## src/design/pfc_pkg.sv

```systemverilog
package pfc_pkg;

    localparam int VALUE_FIELD_W = 16;
    localparam int POS_W = 7;

    typedef enum logic [2:0] {
        S_IDLE,
        S_CHECK,
        S_DIV,
        S_TEST,
        S_DONE
    } t_state;

    typedef struct packed {
        logic load;
        logic start_div;
        logic div_step;
        logic advance;
        logic set_prime;
        logic prime_val;
        logic finish;
    } t_cmd;

    typedef struct packed {
        logic lt2;
        logic sq_gt_v;
        logic div_last;
        logic rem_zero;
        logic out_free;
    } t_sts;

endpackage

```

## src/design/pfc_ctrl.sv

```systemverilog
module pfc_ctrl
    import pfc_pkg::*;
(
    input  logic i_clk,
    input  logic i_rst_n,
    input  logic i_valid,
    output logic o_ready,
    input  t_sts i_sts,
    output t_cmd o_cmd
);

    t_state r_state;
    t_state n_state;

    always_ff @(posedge i_clk) begin
        if (!i_rst_n) begin
            r_state <= S_IDLE;
        end else begin
            r_state <= n_state;
        end
    end

    always_comb begin
        n_state = r_state;
        unique case (r_state)
            S_IDLE: begin
                if (i_valid) begin
                    n_state = S_CHECK;
                end
            end
            S_CHECK: begin
                if (i_sts.lt2 || i_sts.sq_gt_v) begin
                    n_state = S_DONE;
                end else begin
                    n_state = S_DIV;
                end
            end
            S_DIV: begin
                if (i_sts.div_last) begin
                    n_state = S_TEST;
                end
            end
            S_TEST: begin
                if (i_sts.rem_zero) begin
                    n_state = S_DONE;
                end else begin
                    n_state = S_CHECK;
                end
            end
            S_DONE: begin
                if (i_sts.out_free) begin
                    n_state = S_IDLE;
                end
            end
            default: n_state = S_IDLE;
        endcase
    end

    always_comb begin
        o_ready = 1'b0;
        o_cmd   = '0;
        unique case (r_state)
            S_IDLE: begin
                o_ready    = 1'b1;
                o_cmd.load = i_valid;
            end
            S_CHECK: begin
                if (i_sts.lt2) begin
                    o_cmd.set_prime = 1'b1;
                    o_cmd.prime_val = 1'b0;
                end else if (i_sts.sq_gt_v) begin
                    o_cmd.set_prime = 1'b1;
                    o_cmd.prime_val = 1'b1;
                end else begin
                    o_cmd.start_div = 1'b1;
                end
            end
            S_DIV: begin
                o_cmd.div_step = 1'b1;
            end
            S_TEST: begin
                if (i_sts.rem_zero) begin
                    o_cmd.set_prime = 1'b1;
                    o_cmd.prime_val = 1'b0;
                end else begin
                    o_cmd.advance = 1'b1;
                end
            end
            S_DONE: begin
                o_cmd.finish = i_sts.out_free;
            end
            default: o_cmd = '0;
        endcase
    end

    a_accept_to_check: assert property (@(posedge i_clk) disable iff (!i_rst_n)
        (i_valid && o_ready) |=> (r_state == S_CHECK))
        else $error("Accepted transaction did not start the test.");

    a_div_to_test: assert property (@(posedge i_clk) disable iff (!i_rst_n)
        (r_state == S_DIV && i_sts.div_last) |=> (r_state == S_TEST))
        else $error("Remainder sweep did not end in the test state.");

    a_finish_free: assert property (@(posedge i_clk) disable iff (!i_rst_n)
        o_cmd.finish |-> i_sts.out_free)
        else $error("Result written while the output register was occupied.");

endmodule

```

## config.mk

```make
export PLATFORM = sky130hd
export DESIGN_NAME = pfc_ctrl
export DESIGN_NICKNAME = d
export VERILOG_FILES = /design/src/design/pfc_pkg.sv /design/src/design/pfc_ctrl.sv
export SDC_FILE = /design/constraint.sdc
export NUM_CORES = 1
export LEC_CHECK = 0
export ABC_CLOCK_PERIOD_IN_PS = 1500
export BUFFER_PORTS_ARGS = -buffer_cell sky130_fd_sc_hd__buf_2
export CORE_AREA = 2 2 39 41
export DETAILED_ROUTE_END_ITERATION = 12
export DIE_AREA = 0 0 41 43
export PLACE_DENSITY = 0.53
export SETUP_SLACK_MARGIN = 0.05
export SYNTH_ARGS = -nofsm -noshare
export SYNTH_HDL_FRONTEND = slang
export SYNTH_SLANG_ARGS = --single-unit
```

## constraint.sdc

```tcl
create_clock -name i_clk -period 1.5 [get_ports i_clk]
set_clock_uncertainty 0.15 [all_clocks]
set_input_delay 0.225 -clock i_clk [delete_from_list [all_inputs] [get_ports i_clk]]
set_output_delay 0.225 -clock i_clk [all_outputs]
set_load 0.1 [all_outputs]
```

==> impl_results.md <==
- Status: finished with violations
- Violations in the final reports: setup timing
- Count of pins on the block boundary: 16
- Top cells by area, synth: sky130_fd_sc_hd__dfxtp_1 (24%), sky130_fd_sc_hd__nor4b_1 (7.0%), sky130_fd_sc_hd__nor3_1 (6.0%), sky130_fd_sc_hd__buf_4 (6.0%), sky130_fd_sc_hd__nor3b_1 (6.0%)
- Number of vias per cell: 4.49
- Crit path buffers/inverters: 2
- Achievable frequency: 588 MHz
- Clk_lat worst skew: 0.23 ns
- DRC violation count after routing: 0
- GPL Wtd Cong: 0.723
- Worst hold path class: in2reg
- Nature of the critical path endpoint: output port
- Maximum number of pins on one net before global-route repair: 9
- Top Registers: r_state: 3 flops
- Final routed wirelength across all metal layers: 887 µm
- Worst Path Max Fanout: 3
- Clock tree from TritonCTS: yes
- Number of detailed-route iterations in the first pass: 2
- Startpoint type of the worst setup path: register
- Layout net count: 70
- Unrepaired setup endpoints after global routing: true
- Max rail drop VDD: around 0.96 mV
- Setup Viol. Count Final: 7
- Wl on met1: 324 µm
- CTS H-tree depth: 1
- Main synth FF type: sky130_fd_sc_hd__dfxtp_1
- Clock period minus final worst setup slack: 1.70 ns
- Total global routing overflow: 0
- Most area-hungry cell type in the Yosys netlist: sky130_fd_sc_hd__dfxtp_1
- Antenna violations before repair: 0
- Hold violation count in the final report: 0
- Max-cap viol count: 0
- Ant. Diodes: 0
- Site Rows: 14
- Worst max-slew margin expressed relative to the limit: 0.828
- Max Slew Vio Count: 0
- Syn nets: 38
- Core utilization of the finished layout: 0.552
- Effective utilization at floorplan: 0.182
- Filler cell count in the final layout: 121
- Average cell area after synthesis: 8.38 µm²
- Crit path required time: 1.12 ns
- Min-delay src: i_rst_n
- EDFF count, synth: 0
- Number of non-filler instances in the completed layout: 77
- Part of the cycle the worst path needs: 1.13
- Power density of the placed cells: 1150 nW/µm²
- Mean routed wirelength per cell: 11.5 µm
- CTS Buffer Depth: 2
- Setup TNS: -0.842 ns
- Vias in the first global route: approximately 320
- Critical path's slowest cell: sky130_fd_sc_hd__or3b_4
- Register name with the most flops: r_state
- Highest metal used: met3
- Total CTS buffers: 3
- Dpl hpwl: slightly below 600 µm
- Final hold slack: 0.0969 ns
- I/O Buffers: 15
- First-pass GRT wire length: 1260 µm
- Aggregate global-route resource usage: 0.112
- Share of final-layout standard cells stronger than drive strength 1: 0.885
- Area of the die: 1760 µm²
- Leakage power: 0.303 nW
- Die Wd: 41 µm
- Post-synthesis instance total: 30
- Slew at the pin closest to its max-slew limit: about 0.26 ns
- Cells after DPL: between 60 and 70
- Residual antenna-violating net count after detailed routing: 0
- Met3 routed wirelength: 60 µm
- Worst path top cell family by delay: simple AND/OR/NAND/NOR gates
- Number of flip-flops under the largest register name: 3
- Synth unique cells: 20
- Flop and latch count out of synthesis: 3
- Post-synthesis sequential area ratio: 0.239
- Setup ws final: -0.200 ns
- Number of warnings issued by yosys: 0
- List of cells traversed by the critical path: nand2b_4 > or3b_4 > clkinvlp_4 > buf_12
- Area growth from synthesis to layout: 203%
- CORE AREA: 1380 µm²
- Launch instance of the worst register-to-register path: r_state[1]
- Length of routed met2 wiring: 502 µm
- Netlist Area Pre-Place: between 200 and 300 µm²
- Chip Height: 43 µm
- Commonest cells in the netlist: sky130_fd_sc_hd__dfxtp_1 (3), sky130_fd_sc_hd__nor3_1 (3)
- Clock root buffer: sky130_fd_sc_hd__clkbuf_4
- Worst Setup Slack post-DPL: 0.0278 ns
- Number of design-rule violations left by the first detailed-router iteration: 1
- Class of the most critical setup path: reg2out
- CP arrival: ~1.3 ns
- Via Count: 346
- Clock sink count: 3
- Largest stage delay, worst path: between 0.3 and 0.4 ns
- CTS clock-pin slew for the worst setup and hold paths: 0.04 ns
- Share of the synthesized area in the top cell type: 0.239
- Share of synthesized flip-flops with an asynchronous set or reset: 0
- Source of the critical timing path: r_state[2]
==> layer usage <==
layer	GRT usage	vias to the layer above
met5	0	-
met4	0.100	0
met3	0.0314	0
met2	0.175	13
met1	0.113	164
li1	-	169
==> final cells by class <==
type | instances | area [µm²] | area share
Timing Repair Buffer | 30 | 355 | 0.466
Inverter | 1 | 7.51 | 0.00984
Tap cell | 16 | 20.0 | 0.0262
Multi-Input combinational cell | 23 | 288 | 0.377
Clock buffer | 4 | 26.3 | 0.0344
Sequential cell | 3 | 66.3 | 0.0869
==> where the power goes <==
part           internal, mW  switching (mW)
clock                0.0997          0.0411
combinational         0.281           0.350
sequential           0.0945          0.0138
total                 0.475           0.405
==> final timing paths <==
path | cells past startpoint | slack [ns] | endpoint
max | 4 | -0.20 | o_cmd[2]
min | 3 | 0.1 | r_state[2]
max reg2reg | 4 | 0.05 | r_state[0]
min reg2reg | 2 | 0.44 | r_state[1]
==> timing repair <==
item	CTS	global route
resized for setup	8	13
pin swaps	6	6
hold buffers	0	0
endpoints found under the setup margin	8	10
buffers inserted	2	3
cloned	1	0
==> metrics by stage <==
| step | area, µm² | power [mW] |
|---|---|---|
| detailed placement | 576 | 0.638 |
| CTS | 676 | 0.831 |
| floorplan | 323 | 0.459 |
| global placement | 576 | 0.638 |
| global route | 763 | 0.918 |
| finish | 763 | 0.880 |
==> kinds of logic after synthesis <==
logic type | share of synthesized area
muxes | 0.0846
DFF | 0.239
and+or+nand+nor | 0.483
buffers and inverters | 0.119
AOI/OAI and AO/OA | 0.0746
==> layout by cell type, fill, tap and decap left out, drive strengths merged <==
cell      Yosys  layout
a21oi         1       1
mux2i         1       1
o31ai         1       1
nor4b         2       2
a31oi         1       1
nand2         2       2
bufbuf        0       1
nor3b         2       2
mux2          1       1
clkbuf        0       4
clkinvlp      0       1
and2          1       1
nand2b        3       3
and4b         1       1
nor4          1       1
dfxtp         3       3
nor2          2       2
buf           3      29
or3b          1       1
nor3          3       3
==> worst reg2reg max path, cell delays in order, from the launching register on <==
cell                        delay [ns]
sky130_fd_sc_hd__dfxtp_4          0.36
sky130_fd_sc_hd__bufbuf_16        0.27
sky130_fd_sc_hd__nor4b_4          0.12
sky130_fd_sc_hd__a31oi_1          0.23
sky130_fd_sc_hd__and4b_2          0.25
(Power assumes the default switching activity.)
